==> src/hw/rtl/ntlp_pkg.sv <==
package ntlp_pkg;

   localparam int MINUTE_FRACTION_DIGITS = 4;
   localparam int FIELD_MAX_CHARS = 9;

   localparam int CHAR_W = 8;
   localparam int FIELD_W = 4;
   localparam int UTC_W = 28;
   localparam int LAT_W = 31;
   localparam int TIME_ACC_W = 28;
   localparam int DEG_W = 7;
   localparam int MIN_W = 20;
   localparam int FRAC_W = 3;
   localparam int DIGIT_W = 4;
   localparam int Q_W = 30;
   localparam int R_W = 6;
   localparam int CSR_IDX_W = 1;

   localparam logic [UTC_W-1:0] TIME_MAX = 28'd235959999;
   localparam logic [TIME_ACC_W-1:0] TIME_ACC_MAX = '1;
   localparam logic [MIN_W-1:0] MIN_ACC_MAX = '1;
   localparam logic [DEG_W-1:0] DEG_MAX = '1;
   localparam logic [LAT_W-1:0] LAT_MAX = 31'd900000000;
   localparam logic [Q_W-1:0] Q_MAX = '1;
   localparam logic [23:0] DEG_SCALE = 24'd10000000;
   localparam logic [FIELD_W-1:0] FIELD_LAST = '1;

   localparam logic [CHAR_W-1:0] CH_DOLLAR = 8'h24;
   localparam logic [CHAR_W-1:0] CH_STAR = 8'h2A;
   localparam logic [CHAR_W-1:0] CH_COMMA = 8'h2C;
   localparam logic [CHAR_W-1:0] CH_DOT = 8'h2E;
   localparam logic [CHAR_W-1:0] CH_ZERO = 8'h30;
   localparam logic [CHAR_W-1:0] CH_NINE = 8'h39;
   localparam logic [CHAR_W-1:0] CH_SOUTH = 8'h53;

   // Lane j holds minutes times 10^(7-j) as a quotient and remainder by 60.
   // These give 10^(7-j) split the same way.
   localparam logic [Q_W-1:0] LANE_Q [8] = '{
      30'd166666, 30'd16666, 30'd1666, 30'd166, 30'd16, 30'd1, 30'd0, 30'd0
   };
   localparam logic [R_W-1:0] LANE_R [8] = '{
      6'd40, 6'd40, 6'd40, 6'd40, 6'd40, 6'd40, 6'd10, 6'd1
   };

   // Converted minutes when the minute accumulator has saturated, by fraction digit count.
   localparam logic [Q_W-1:0] SAT_Q [8] = '{
      Q_MAX, Q_MAX, Q_MAX, 30'd174762500, 30'd17476250, 30'd1747625, Q_MAX, Q_MAX
   };

   localparam logic [9:0] POW10_3 [4] = '{10'd1, 10'd10, 10'd100, 10'd1000};

   typedef enum logic [CSR_IDX_W-1:0] {
      CSR_TIME_FIELD = 1'b0,
      CSR_LAT_FIELD  = 1'b1
   } csr_reg_type;

   typedef struct packed {
      logic [TIME_ACC_W-1:0] time_acc;
      logic [FRAC_W-1:0]     frac_seen;
      logic [DEG_W-1:0]      deg;
      logic                  min_sat;
      logic                  south;
   } ntlp_snap_type;

endpackage

==> src/hw/rtl/ntlp_emit.sv <==
module ntlp_emit import ntlp_pkg::*; #(
   parameter int MIN_FRAC_DIGITS = MINUTE_FRACTION_DIGITS
) (
   input  ntlp_snap_type                       snap,
   input  logic [MIN_FRAC_DIGITS:0][Q_W-1:0]   lane_q,
   input  logic [MIN_FRAC_DIGITS:0][R_W-1:0]   lane_r,
   output logic [UTC_W-1:0]                    utc_thousandths,
   output logic signed [LAT_W-1:0]             latitude_e7
);

   localparam int LANE_SEL_W = $clog2(MIN_FRAC_DIGITS + 1);

   logic [1:0]            time_frac;
   logic [9:0]            time_scale;
   logic [37:0]           time_full;
   logic [FRAC_W-1:0]     min_frac;
   logic [LANE_SEL_W-1:0] lane_sel;
   logic [Q_W-1:0]        minute_q;
   logic                  round_up;
   logic [31:0]           mag;
   logic [LAT_W-1:0]      mag_sat;
   logic [LAT_W-1:0]      lat_bits;

   assign time_frac = (snap.frac_seen < 3'd3) ? snap.frac_seen[1:0] : 2'd3;
   assign time_scale = POW10_3[2'd3 - time_frac];
   assign time_full = 38'(snap.time_acc) * 38'(time_scale);
   assign utc_thousandths = (time_full > 38'(TIME_MAX)) ? TIME_MAX : time_full[UTC_W-1:0];

   assign min_frac = (snap.frac_seen < FRAC_W'(MIN_FRAC_DIGITS)) ?
                     snap.frac_seen : FRAC_W'(MIN_FRAC_DIGITS);
   assign lane_sel = min_frac[LANE_SEL_W-1:0];
   assign minute_q = snap.min_sat ? SAT_Q[min_frac] : lane_q[lane_sel];
   assign round_up = !snap.min_sat && (lane_r[lane_sel] >= 6'd30);

   assign mag = 32'(snap.deg) * 32'(DEG_SCALE) + 32'(minute_q) + 32'(round_up);
   assign mag_sat = (mag > 32'(LAT_MAX)) ? LAT_MAX : mag[LAT_W-1:0];
   assign lat_bits = snap.south ? (~mag_sat + 31'd1) : mag_sat;
   assign latitude_e7 = $signed(lat_bits);

endmodule

==> src/hw/rtl/nmea_time_latitude_parser.sv <==
// Parses NMEA time and latitude fields from a stream of ASCII characters, one character per
// item. '$' restarts a sentence, ',' moves to the next field, and '*' delivers one result
// holding the UTC time in thousandths of a second and the latitude in 1e-7 degrees, negative
// when the hemisphere field starts with 'S'. A character can be accepted in every cycle while
// no result waits stalled, and the result of '*' appears on the next cycle. This rate rests on
// the per-character state update, which keeps the minutes already divided by 60 as a
// running quotient and remainder for each possible fraction length, so the conversion at '*'
// is one multiply and add. Input is stalled only while a result waits and is itself stalled.
module nmea_time_latitude_parser import ntlp_pkg::*; #(
   parameter int MIN_FRAC_DIGITS = MINUTE_FRACTION_DIGITS,
   parameter int FIELD_CHARS = FIELD_MAX_CHARS
) (
   input  logic                    clock,
   input  logic                    reset,
   input  logic                    req_valid,
   output logic                    req_stall,
   input  logic [CHAR_W-1:0]       req_char_in,
   output logic                    rsp_valid,
   input  logic                    rsp_stall,
   output logic [UTC_W-1:0]        rsp_utc_thousandths,
   output logic signed [LAT_W-1:0] rsp_latitude_e7,
   input  logic                    csr_valid,
   output logic                    csr_ready,
   input  logic [CSR_IDX_W-1:0]    csr_index,
   input  logic [FIELD_W-1:0]      csr_data
);

   typedef struct packed {
      logic [3:0]     quo;
      logic [R_W-1:0] rem;
   } div60_type;

   function automatic div60_type div60_small(input logic [9:0] value);
      div60_type res;
      res.quo = '0;
      for (int k = 1; k < 16; k++) begin
         if (value >= 10'(k * 60)) begin
            res.quo = 4'(k);
         end
      end
      res.rem = R_W'(value - 10'(res.quo) * 10'd60);
      return res;
   endfunction

   logic [FIELD_W-1:0]                  time_idx_ff, time_idx_in;
   logic [FIELD_W-1:0]                  lat_idx_ff, lat_idx_in;
   logic [FIELD_W-1:0]                  field_ff, field_in;
   logic [FIELD_W-1:0]                  pos_ff, pos_in;
   logic [TIME_ACC_W-1:0]               time_acc_ff, time_acc_in;
   logic                                point_ff, point_in;
   logic [FRAC_W-1:0]                   frac_ff, frac_in;
   logic [DEG_W-1:0]                    deg_ff, deg_in;
   logic [MIN_W-1:0]                    min_ff, min_in;
   logic                                min_sat_ff, min_sat_in;
   logic                                south_ff, south_in;
   logic [MIN_FRAC_DIGITS:0][Q_W-1:0]   lane_q_ff, lane_q_in;
   logic [MIN_FRAC_DIGITS:0][R_W-1:0]   lane_r_ff, lane_r_in;
   logic [MIN_FRAC_DIGITS:0][Q_W-1:0]   lane_q_upd;
   logic [MIN_FRAC_DIGITS:0][R_W-1:0]   lane_r_upd;
   logic                                rsp_valid_ff, rsp_valid_in;
   logic [UTC_W-1:0]                    utc_ff, utc_in;
   logic signed [LAT_W-1:0]             lat_ff, lat_in;

   logic                        req_accept;
   logic                        parse_clear;
   logic                        emit_now;
   logic                        min_take;
   logic                        is_time;
   logic                        is_lat;
   logic                        is_digit;
   logic [DIGIT_W-1:0]          digit_val;
   logic                        lat_deg;
   logic                        lat_min;
   logic                        num_field;
   logic [31:0]                 time_sum;
   logic [TIME_ACC_W-1:0]       time_app;
   logic [23:0]                 min_sum;
   logic                        min_ovf;
   logic [10:0]                 deg_sum;
   logic [DEG_W-1:0]            deg_app;
   ntlp_snap_type               snap;
   logic [UTC_W-1:0]            utc_calc;
   logic signed [LAT_W-1:0]     lat_calc;

   assign req_stall = rsp_valid_ff && rsp_stall;
   assign req_accept = req_valid && !req_stall;
   assign parse_clear = req_accept && (req_char_in == CH_DOLLAR || req_char_in == CH_STAR);
   assign emit_now = req_accept && (req_char_in == CH_STAR);
   assign csr_ready = 1'b1;

   assign is_time = field_ff == time_idx_ff;
   assign is_lat = field_ff == lat_idx_ff;
   assign is_digit = (req_char_in >= CH_ZERO) && (req_char_in <= CH_NINE);
   assign digit_val = is_digit ? DIGIT_W'(req_char_in - CH_ZERO) : '0;
   assign lat_deg = is_lat && (pos_ff < 4'd2);
   assign lat_min = is_lat && (pos_ff >= 4'd2);
   assign num_field = is_time || lat_min;

   assign time_sum = 32'(time_acc_ff) * 32'd10 + 32'(digit_val);
   assign time_app = (time_sum > 32'(TIME_ACC_MAX)) ? TIME_ACC_MAX : time_sum[TIME_ACC_W-1:0];
   assign min_sum = 24'(min_ff) * 24'd10 + 24'(digit_val);
   assign min_ovf = min_sum > 24'(MIN_ACC_MAX);
   assign deg_sum = 11'(deg_ff) * 11'd10 + 11'(digit_val);
   assign deg_app = (deg_sum > 11'(DEG_MAX)) ? DEG_MAX : deg_sum[DEG_W-1:0];

   for (genvar j = 0; j <= MIN_FRAC_DIGITS; j++) begin : g_lane
      logic [9:0]  rem_mix;
      div60_type   rem_div;
      logic [33:0] q_sum;

      assign rem_mix = 10'(lane_r_ff[j]) * 10'd10 + 10'(digit_val) * 10'(LANE_R[j]);
      assign rem_div = div60_small(rem_mix);
      assign q_sum = 34'(lane_q_ff[j]) * 34'd10 + 34'(digit_val) * 34'(LANE_Q[j]) +
                     34'(rem_div.quo);
      assign lane_q_upd[j] = (q_sum > 34'(Q_MAX)) ? Q_MAX : q_sum[Q_W-1:0];
      assign lane_r_upd[j] = rem_div.rem;
   end

   always_comb begin
      time_idx_in = time_idx_ff;
      lat_idx_in = lat_idx_ff;
      if (csr_valid) begin
         unique case (csr_reg_type'(csr_index))
            CSR_TIME_FIELD: time_idx_in = csr_data;
            CSR_LAT_FIELD:  lat_idx_in = csr_data;
         endcase
      end
   end

   always_comb begin
      field_in = field_ff;
      pos_in = pos_ff;
      time_acc_in = time_acc_ff;
      point_in = point_ff;
      frac_in = frac_ff;
      deg_in = deg_ff;
      south_in = south_ff;
      min_take = 1'b0;
      if (req_accept) begin
         priority if (parse_clear) begin
            field_in = '0;
            pos_in = '0;
            time_acc_in = '0;
            point_in = 1'b0;
            frac_in = '0;
            deg_in = '0;
            south_in = 1'b0;
         end else if (req_char_in == CH_COMMA) begin
            field_in = (field_ff == FIELD_LAST) ? field_ff : field_ff + 4'd1;
            pos_in = '0;
            point_in = 1'b0;
            frac_in = '0;
         end else if (pos_ff < FIELD_W'(FIELD_CHARS)) begin
            pos_in = pos_ff + 4'd1;
            if (field_ff == FIELD_W'(lat_idx_ff + 4'd1) && lat_idx_ff != FIELD_LAST &&
                pos_ff == '0) begin
               south_in = req_char_in == CH_SOUTH;
            end
            if (lat_deg && is_digit) begin
               deg_in = deg_app;
            end
            if (req_char_in == CH_DOT && num_field) begin
               point_in = 1'b1;
            end else if (is_digit && num_field) begin
               if (!point_ff) begin
                  if (is_time) begin
                     time_acc_in = time_app;
                  end
                  min_take = lat_min;
               end else begin
                  if (is_time && frac_ff < 3'd3) begin
                     time_acc_in = time_app;
                  end
                  min_take = lat_min && (frac_ff < FRAC_W'(MIN_FRAC_DIGITS));
                  if (frac_ff != '1) begin
                     frac_in = frac_ff + 3'd1;
                  end
               end
            end
         end else begin
            pos_in = pos_ff;
         end
      end
   end

   always_comb begin
      min_in = min_ff;
      min_sat_in = min_sat_ff;
      lane_q_in = lane_q_ff;
      lane_r_in = lane_r_ff;
      if (parse_clear) begin
         min_in = '0;
         min_sat_in = 1'b0;
         lane_q_in = '0;
         lane_r_in = '0;
      end else if (min_take) begin
         min_in = min_ovf ? MIN_ACC_MAX : min_sum[MIN_W-1:0];
         min_sat_in = min_sat_ff || min_ovf;
         lane_q_in = lane_q_upd;
         lane_r_in = lane_r_upd;
      end
   end

   assign snap.time_acc = time_acc_ff;
   assign snap.frac_seen = frac_ff;
   assign snap.deg = deg_ff;
   assign snap.min_sat = min_sat_ff;
   assign snap.south = south_ff;

   ntlp_emit #(
      .MIN_FRAC_DIGITS (MIN_FRAC_DIGITS)
   ) u_emit (
      .snap            (snap),
      .lane_q          (lane_q_ff),
      .lane_r          (lane_r_ff),
      .utc_thousandths (utc_calc),
      .latitude_e7     (lat_calc)
   );

   assign rsp_valid_in = emit_now || (rsp_valid_ff && rsp_stall);
   assign utc_in = emit_now ? utc_calc : utc_ff;
   assign lat_in = emit_now ? lat_calc : lat_ff;

   always_ff @(posedge clock) begin
      if (reset) begin
         time_idx_ff <= 4'd1;
         lat_idx_ff <= 4'd2;
         field_ff <= '0;
         pos_ff <= '0;
         time_acc_ff <= '0;
         point_ff <= 1'b0;
         frac_ff <= '0;
         deg_ff <= '0;
         min_ff <= '0;
         min_sat_ff <= 1'b0;
         south_ff <= 1'b0;
         lane_q_ff <= '0;
         lane_r_ff <= '0;
         rsp_valid_ff <= 1'b0;
      end else begin
         time_idx_ff <= time_idx_in;
         lat_idx_ff <= lat_idx_in;
         field_ff <= field_in;
         pos_ff <= pos_in;
         time_acc_ff <= time_acc_in;
         point_ff <= point_in;
         frac_ff <= frac_in;
         deg_ff <= deg_in;
         min_ff <= min_in;
         min_sat_ff <= min_sat_in;
         south_ff <= south_in;
         lane_q_ff <= lane_q_in;
         lane_r_ff <= lane_r_in;
         rsp_valid_ff <= rsp_valid_in;
      end
   end

   always_ff @(posedge clock) begin
      utc_ff <= utc_in;
      lat_ff <= lat_in;
   end

   assign rsp_valid = rsp_valid_ff;
   assign rsp_utc_thousandths = utc_ff;
   assign rsp_latitude_e7 = lat_ff;

   a_star_gives_result: assert property (@(posedge clock) disable iff (reset)
      (req_valid && !req_stall && req_char_in == CH_STAR) |=> rsp_valid)
      else $error("end of sentence did not produce a result");

   a_blocked_output_stalls_input: assert property (@(posedge clock) disable iff (reset)
      (rsp_valid && rsp_stall) |-> req_stall)
      else $error("input accepted while a result is blocked");

   a_latitude_range: assert property (@(posedge clock) disable iff (reset)
      rsp_valid |-> (rsp_latitude_e7 <= 31'sd900000000 &&
                     rsp_latitude_e7 >= -31'sd900000000))
      else $error("latitude out of range");

   a_time_range: assert property (@(posedge clock) disable iff (reset)
      rsp_valid |-> (rsp_utc_thousandths <= TIME_MAX))
      else $error("time out of range");

endmodule

==> config.mk <==
export PLATFORM = sky130hd
export DESIGN_NAME = nmea_time_latitude_parser
export DESIGN_NICKNAME = d
export VERILOG_FILES = /design/src/hw/rtl/ntlp_pkg.sv /design/src/hw/rtl/ntlp_emit.sv /design/src/hw/rtl/nmea_time_latitude_parser.sv
export SDC_FILE = /design/constraint.sdc
export NUM_CORES = 2
export LEC_CHECK = 0
export ABC_AREA = 1
export BUFFER_PORTS_ARGS = -buffer_cell sky130_fd_sc_hd__buf_2
export CORE_UTILIZATION = 50
export DETAILED_ROUTE_END_ITERATION = 12
export PLACE_DENSITY = 0.75
export SLEW_MARGIN = 20
export SYNTH_ARGS = -nofsm -noshare
export SYNTH_HDL_FRONTEND = slang
export SYNTH_SLANG_ARGS = --single-unit
==> constraint.sdc <==
create_clock -name clock -period 14.37 [get_ports clock]
set_input_delay 1.437 -clock clock [delete_from_list [all_inputs] [get_ports clock]]
set_output_delay 1.437 -clock clock [all_outputs]
set_load 0.01 [all_outputs]
; Yosys cells after proc, flatten, opt, wreduce, memory -nomap -nowiden
; Memory sizes are Yosys's and may differ from the RTL's.
; Index checks and enable logic that the tools add are counted.
[classes]
muxes = 138
multipliers = 25
n_bitwise = 4
n_eq_ne = 16
n_reduce_logical = 43
add_sub_neg = 32
magnitude_cmp = 96
[op_table]
columns = operator, count
row1 = $ge 10x10->1 const B, 35
row2 = $mux 4, 77
row3 = $mux 30, 9
row4 = $mux 28, 9
row5 = $ge 10x9->1 const B, 20
row6 = $add 34x4->34, 5
row7 = $gt 34x30->1 const B, 5
row8 = $mul 30x3->33 const B, 5
row9 = $ge 10x8->1 const B, 10
row10 = $bmux 30 s3, 1
row11 = $mux 31, 2
row12 = $add 10x10->10, 5
row13 = $ge 10x6->1 const B, 5
row14 = $ge 10x7->1 const B, 5
row15 = $mul 6x3->9 const B, 5
row16 = $gt 38x28->1 const B, 1
row17 = $mul 28x10->38, 1
row18 = $mux 7, 5
row19 = $add 34x12->34, 1
row20 = $add 34x15->34, 1
row21 = $add 34x19->34, 1
row22 = $add 34x22->34, 1
row23 = $add 34x8->34, 1
row24 = $add 31x30->32, 1
row25 = 67 further kinds, 143
[word_totals]
output_inout_bits = 62
memories = 1
mem_bits_ro = 240
elab_cells = 379
input_bits = 18
reg_bits = 317
[mem_list]
columns = memory, words, width, read_ports, rd_ports_with_merged_regs, wr, line_no
row1 = (no name shown), 8, 30, 1, 0, 0, ntlp_emit.sv:32  ; assign minute_q = snap.min_sat ? SAT_Q[min_frac] : lane_q[lane_sel];

; Longest topological paths before layout
[depth]
ltp_word = 24
mapped_depth = 54
mapped_depth_nobuf = 53

; Cells and area by module
; From an unflattened synthesis, not the netlist that was laid out.
[unflattened]
cells_unflattened = 7426
area_unflattened_um2 = 50967.6
[modules_own_cells]
columns = module, n_inst, seq_area_each_um2, area_each_um2, cells_each
row1 = nmea_time_latitude_parser, 1, 6736.5, 36884.1, 5380
row2 = ntlp_emit, 1, 0.0, 14083.5, 2046

; Least setup slack after synthesis
; Ideal clock, no wire load.
[synth_timing]
path_kind = input to register
from = input port req_char_in[7]
to = register lane_q_ff[113] (netlist bit)
required_ps = 14261
path_buffers = 1
setup_ps = 109
arrival_ps = 9637
cell_stages = 52
path_slack_ps = 4624
path_cell_list = nor2_1 nand3_1 nor2_1 inv_1 nor2_1 ha_1 ha_1 inv_1 fa_1 xor2_2 ha_1 a21oi_1 a21o_1 nand2_1 inv_1 nor3_1 a21oi_1 nand2_1 (+16 left out) a21oi_1 o21ai_1 nand2_1 nand2_1 nand2_1 nor3_2 nand2_1 nor2_1 nand3_1 nor2_1 nand2_1 nand3_1 nand3_1 nor2_1 buf_2 nand3_1 nand2_1 inv_1
[synth_via]
elab_chain_len = 24
elab_cells_between_ends = 56
cone_classes = add/sub: 3 / mul: 2 / order compare: 18 / eq/ne: 4 / mux: 23 / reduce/logical: 6
[synth_lines]
columns = item, line_no
row1 = start: declaration, nmea_time_latitude_parser.sv:17  ; input logic [CHAR_W-1:0] req_char_in,
row2 = $ge 8x6->1 / $le 8x6->1 (equally long branches), nmea_time_latitude_parser.sv:93  ; assign is_digit = (req_char_in >= CH_ZERO) && (req_char_in <= CH_NINE);
row3 = $logic_and 1x1->1, nmea_time_latitude_parser.sv:93
row4 = $mux 4, nmea_time_latitude_parser.sv:94  ; assign digit_val = is_digit ? DIGIT_W'(req_char_in - CH_ZERO) : '0;
row5 = $mul 4x3->7, nmea_time_latitude_parser.sv:111  ; assign rem_mix = 10'(lane_r_ff[j]) * 10'd10 + 10'(digit_val) * 10'(LANE_R[j]);
row6 = $add 10x10->10, nmea_time_latitude_parser.sv:111
row7 = $ge 10x6->1, nmea_time_latitude_parser.sv:37  ; if (value >= 10'(k * 60)) begin
row8 = $mux 1, nmea_time_latitude_parser.sv:37
row9 = $mux 4 (14 in series), nmea_time_latitude_parser.sv:37
row10 = $add 34x4->34, nmea_time_latitude_parser.sv:113  ; assign q_sum = 34'(lane_q_ff[j]) * 34'd10 + 34'(digit_val) * 34'(LANE_Q[j]) +
row11 = $gt 34x30->1, nmea_time_latitude_parser.sv:115  ; assign lane_q_upd[j] = (q_sum > 34'(Q_MAX)) ? Q_MAX : q_sum[Q_W-1:0];
row12 = $mux 30, nmea_time_latitude_parser.sv:115
row13 = end signal: assignment, nmea_time_latitude_parser.sv:252  ; lane_q_ff <= lane_q_in;
row14 = end: declaration, nmea_time_latitude_parser.sv:56  ; logic [MIN_FRAC_DIGITS:0][Q_W-1:0] lane_q_ff, lane_q_in;
; Several ways; a longest one is shown, not always the timed one.
; A chain may end at the register's enable or synchronous reset.

; Worst setup path after layout
[layout_timing]
from = input port req_char_in[7]
to = register lane_q_ff[95] (netlist bit)
; The elaborated chain is that of the path after synthesis.

==> results.md <==
- Across the routed clock network, the largest skew measured is 45.5 ps.
- The area share of the largest cell type after synthesis is 20.0%.
- The tightest slew margin relative to the limit is 22.5%.
- The checks that failed: DRC.
- The worst setup path startpoint is req_char_in[7].
- The critical path crosses 53 cells after its start point.
- The portion of the clock cycle consumed by the worst path in the final layout is 78.6%.
- Summing internal, switching and leakage power gives 2.12 mW.
- Setup violations remaining at the end of the flow were counted as 0.
- The worst path meets setup with 3080 ps of slack.
- STA classifies the critical path endpoint as a flip-flop.
- For the pin with the worst max-slew slack, the measured transition is 1160 ps.
- The wire length reported by the detailed router is 144000 µm.
- The net count of the finished layout is 8195.
- The placed instances occupy a cell area of 0.0508 mm².
- The width of the die is 316 µm.
- In this run the critical register-to-register path is launched from frac_ff[2].
- In this run the static leakage power is 28.6 nW.
- In the synthesized netlist the async set-or-reset flop fraction comes to 0%.
- The violation count after the first detailed-routing iteration is 3624.
- The via count is 47200.
- The routability congestion estimate from global placement is 1.03.
- After detailed routing, the average wire length per cell comes to 17.0 µm.
- The number of global-route vias before repair is 44600.
- The clock sink count is 307.
- The part of the Yosys area used for sequential elements is 13.7%.
- The achievable frequency is 88.6 MHz.
- The number of buffers and inverters on the critical path is 10.
- In this run the worst path has a maximum fanout of 16.
- Counting every net in the synthesized netlist gives 8189.
- The area of all placed cells without fillers is 0.0523 mm².
- The worst setup path category is input pin to flip-flop.
- The clock period minus worst slack is 11290 ps.
- At the worst endpoint, the arrival time is 11790 ps.
- Counting flops with a built-in enable in the synthesized netlist gives 59.
- Across the VDD grid, the largest voltage drop is 0.0730 mV.
- The post-CTS clock slew at the launch and capture registers of the worst setup and hold paths is 60 ps.
- Across the run, the number of max-cap violations was 0.
- The die covers 0.0996 mm².
- The insertion delay to the later sink of the worst-skew pair is 610 ps.
- The count of state elements after synthesis is 307.
- The capturing instance or port of the critical path is lane_q_ff[95].
- In the final timing run, aggregate negative setup slack is 0 ps.
- The total area inside the core boundary comes to 0.0970 mm².
- During I/O placement, the number of pins put on the boundary was 80.
- In this run the register-to-register setup slack is 5090 ps.
- The number of hold violations in the final report is 0.
- After detailed routing, the number of vias per cell comes to 5.57.
- The flow ran to the end, but the final reports show violations.
- Counting the buffers created by CTS gives 41.
- The total congestion overflow is 0.
- The startpoint kind of the worst setup timing path is an input pin.
- Among all stages on the critical path, the largest delay is contributed by sky130_fd_sc_hd__inv_1.
- The number of different library cells used by synthesis comes to 66.
- Sorting the synthesized cells by area gives the leading types as sky130_fd_sc_hd__ha_1 20%, sky130_fd_sc_hd__nand2_1 10%, sky130_fd_sc_hd__dfxtp_1 10%.
- For this run, the detailed router's first-pass iteration total came to 12.
- The required time of the critical path is 14870 ps.
- The clock tree synthesis step divided the H-tree into 2 levels.
- The area overhead of the layout relative to synthesis is 6.41%.
- The clock tree from TritonCTS is done.
- Across all hold checks on the routed design, the worst slack comes to 479 ps.
- The maximum count of clock buffers along a single path is 3.
- The post-detailed-route DRC marker count is 5.
- For this design the ratio of total power to cell area is 40.5 mW/mm².
- The setup slack after placement is 2730 ps.
- The count of standard-cell rows is 114.
- The number of gates resized after CTS was 0.
- The overall track demand over capacity in global routing is 28.4%.
- A synthesized cell averages 6.88 µm².
- The number of hold-repair buffers added at the cts stage is 0.
- In the final layout, the share of cells above drive strength 1 is 4.08%.
- The area of the mapped netlist is 0.0492 mm².
- During placement, the flow inserted port buffers numbering 78.
- Post-CTS timing repair inserted 0 buffers for setup.
- The wire length of the first global-routing pass is 229000 µm.
- The cell repeated most along the worst path is sky130_fd_sc_hd__nand2_1.
- The biggest area consumer among synthesized cells is sky130_fd_sc_hd__ha_1.
- The max-slew violation total from the final report is 0.
- At the end of the flow the core is filled with cells to 53.9%.
- The cell at the root of the clock tree is sky130_fd_sc_hd__clkbuf_16.
- For this run, the slowest stage of the critical path takes 840 ps.
- Once the floorplan was initialized, standard cells occupied 50.7% of the core.
- In this run the critical register-to-register path is captured at rsp_utc_thousandths[15].
- In this run the most critical hold path is launched from lat_idx_ff[3].
- Entering global routing, the biggest net connects 89 pins.
- The die outline height is 316 µm.
- Among all flip-flop cells after synthesis, the most frequent one is sky130_fd_sc_hd__dfxtp_1.
- The initial antenna violation count was 0.
- The worst hold path class is flip-flop to flip-flop.
- After legalization and detailed placement, the total HPWL measured 116000 µm.
- The number of instances in the synthesized netlist is 7151.
- For this run, the number of standard cells in the final layout without fillers is 8466.
- The total of warnings raised by yosys is 0.
- The total placed cells including tap cells is 8390.
- Among cell families on the critical path, the largest total delay comes from simple AND/OR/NAND/NOR gates.
- The length in cells of the worst reg-to-reg path is 36.
- Setup repair after global routing left no endpoint under its margin.
- 0 antenna diodes ended up in the layout.
- The count of antenna-violating nets left after detailed routing is 0.
[area by class of cell]
| class | instances | area, µm² |
|---|---|---|
| multi-input cells | 5579 | 37700 |
| inverters | 1120 | 4210 |
| fillers | 9401 | 44700 |
| clock inverters | 23 | 314 |
| clock buffers | 53 | 1180 |
| repair buffers | 108 | 616 |
| flip-flops and latches | 307 | 6740 |
| well taps | 1276 | 1600 |
[where the power goes]
| part | total, mW | leakage, nW | internal [mW] | switching [mW] |
|---|---|---|---|---|
| Combinational | 0.0802 | 25.4 | 0.0236 | 0.0566 |
| Clock | 1.16 | 0.729 | 0.695 | 0.465 |
| Sequential | 0.878 | 2.55 | 0.876 | 0.00230 |
[Yosys cell counts, drive strengths merged (2+ instances only)]
| master | count |
|---|---|
| nand2 | 1379 |
| inv | 1118 |
| nor2 | 801 |
| ha | 786 |
| a21oi | 616 |
| nand3 | 398 |
| o21ai | 362 |
| xor2 | 327 |
| dfxtp | 248 |
| fa | 234 |
| xnor2 | 128 |
| clkbuf | 103 |
| nor3 | 90 |
| nand4 | 71 |
| a31oi | 65 |
| edfxtp | 59 |
| o211ai | 45 |
| buf | 42 |
| a21o | 38 |
| nand3b | 35 |
| o21bai | 31 |
| nor4 | 25 |
| o31ai | 25 |
| or2 | 25 |
| o21a | 17 |
| a21boi | 13 |
| o221ai | 13 |
| a211oi | 9 |
| a41oi | 9 |
| o2111ai | 8 |
| and2 | 5 |
| nor3b | 4 |
| o211a | 4 |
| o22ai | 3 |
| o311ai | 3 |
| a221oi | 2 |
| and3 | 2 |
| clkinv | 2 |
[worst reg2reg max path, delay by kind of cell, from the launching register on]
kind / cells / cell delay, ps
simple gates: 17 / 3050
fa+ha+maj: 6 / 2940
buf+inv: 7 / 1480
compound gates: 6 / 1210
flops: 1 / 310
[how the worst min path moves through the flow]
stage / end / slack [ps] / depth (start not counted)
after floorplan: time_idx_ff[0] / 450 / 2
after global placement: lat_idx_ff[3] / 470 / 2
after detailed placement: lat_idx_ff[3] / 480 / 2
after CTS: lat_idx_ff[3] / 490 / 2
after global routing: lat_idx_ff[3] / 520 / 2
final: lat_idx_ff[3] / 480 / 2
[cells in the final DEF, fill, tap and decap left out, types with 6 or more instances in the layout]
cell type                      n
sky130_fd_sc_hd__nand2_1    1362
sky130_fd_sc_hd__inv_1      1103
sky130_fd_sc_hd__ha_1        786
sky130_fd_sc_hd__nor2_1      772
sky130_fd_sc_hd__a21oi_1     612
sky130_fd_sc_hd__nand3_1     388
sky130_fd_sc_hd__o21ai_0     344
sky130_fd_sc_hd__xor2_1      325
sky130_fd_sc_hd__dfxtp_1     247
sky130_fd_sc_hd__fa_1        234
sky130_fd_sc_hd__xnor2_1     128
sky130_fd_sc_hd__nor3_1       83
sky130_fd_sc_hd__buf_2        78
sky130_fd_sc_hd__nand4_1      71
sky130_fd_sc_hd__a31oi_1      65
sky130_fd_sc_hd__edfxtp_1     59
sky130_fd_sc_hd__o211ai_1     45
sky130_fd_sc_hd__clkbuf_16    43
sky130_fd_sc_hd__a21o_1       38
sky130_fd_sc_hd__nand3b_1     35
sky130_fd_sc_hd__o21bai_1     31
sky130_fd_sc_hd__buf_4        30
sky130_fd_sc_hd__o31ai_1      25
sky130_fd_sc_hd__or2_2        24
sky130_fd_sc_hd__nor4_1       24
sky130_fd_sc_hd__o21a_1       17
sky130_fd_sc_hd__o21ai_1      16
sky130_fd_sc_hd__nor2_2       15
sky130_fd_sc_hd__nand2_2      15
sky130_fd_sc_hd__nor2_4       13
sky130_fd_sc_hd__o221ai_1     13
sky130_fd_sc_hd__inv_2        12
sky130_fd_sc_hd__a21boi_0     10
sky130_fd_sc_hd__a211oi_1      9
sky130_fd_sc_hd__nand3_2       9
sky130_fd_sc_hd__o2111ai_1     8
sky130_fd_sc_hd__a41oi_1       8
sky130_fd_sc_hd__clkbuf_8      7
sky130_fd_sc_hd__bufinv_16     6
sky130_fd_sc_hd__clkinv_2      6
[cell families after synthesis]
family	synth area share (%)
other	0.00763
AOI/OAI and AO/OA	14.4
xor gates and xnor gates	8.14
and+or+nand+nor	24.3
DFF	13.7
buffers and inverters	9.88
adders and majority gates	29.5
[registers in the layout, summed over array words and instances, names as in the netlist, 3 cells and up]
name                 flops
deg_ff                   7
field_ff                 4
frac_ff                  3
lane_q_ff              150
lane_r_ff               20
lat_idx_ff               4
min_ff                  20
pos_ff                   4
rsp_latitude_e7         31
rsp_utc_thousandths     28
time_acc_ff             28
time_idx_ff              4
[per-layer routing]
metal,up-vias,GRT usage [%],routed length (µm)
met3,286,3.48,9020
met5,-,0,0
met1,21900,37.4,63900
met4,0,12.0,6490
met2,1435,46.7,64500
li1,23500,-,-
Note: power is estimated with default switching activity, not from simulation.
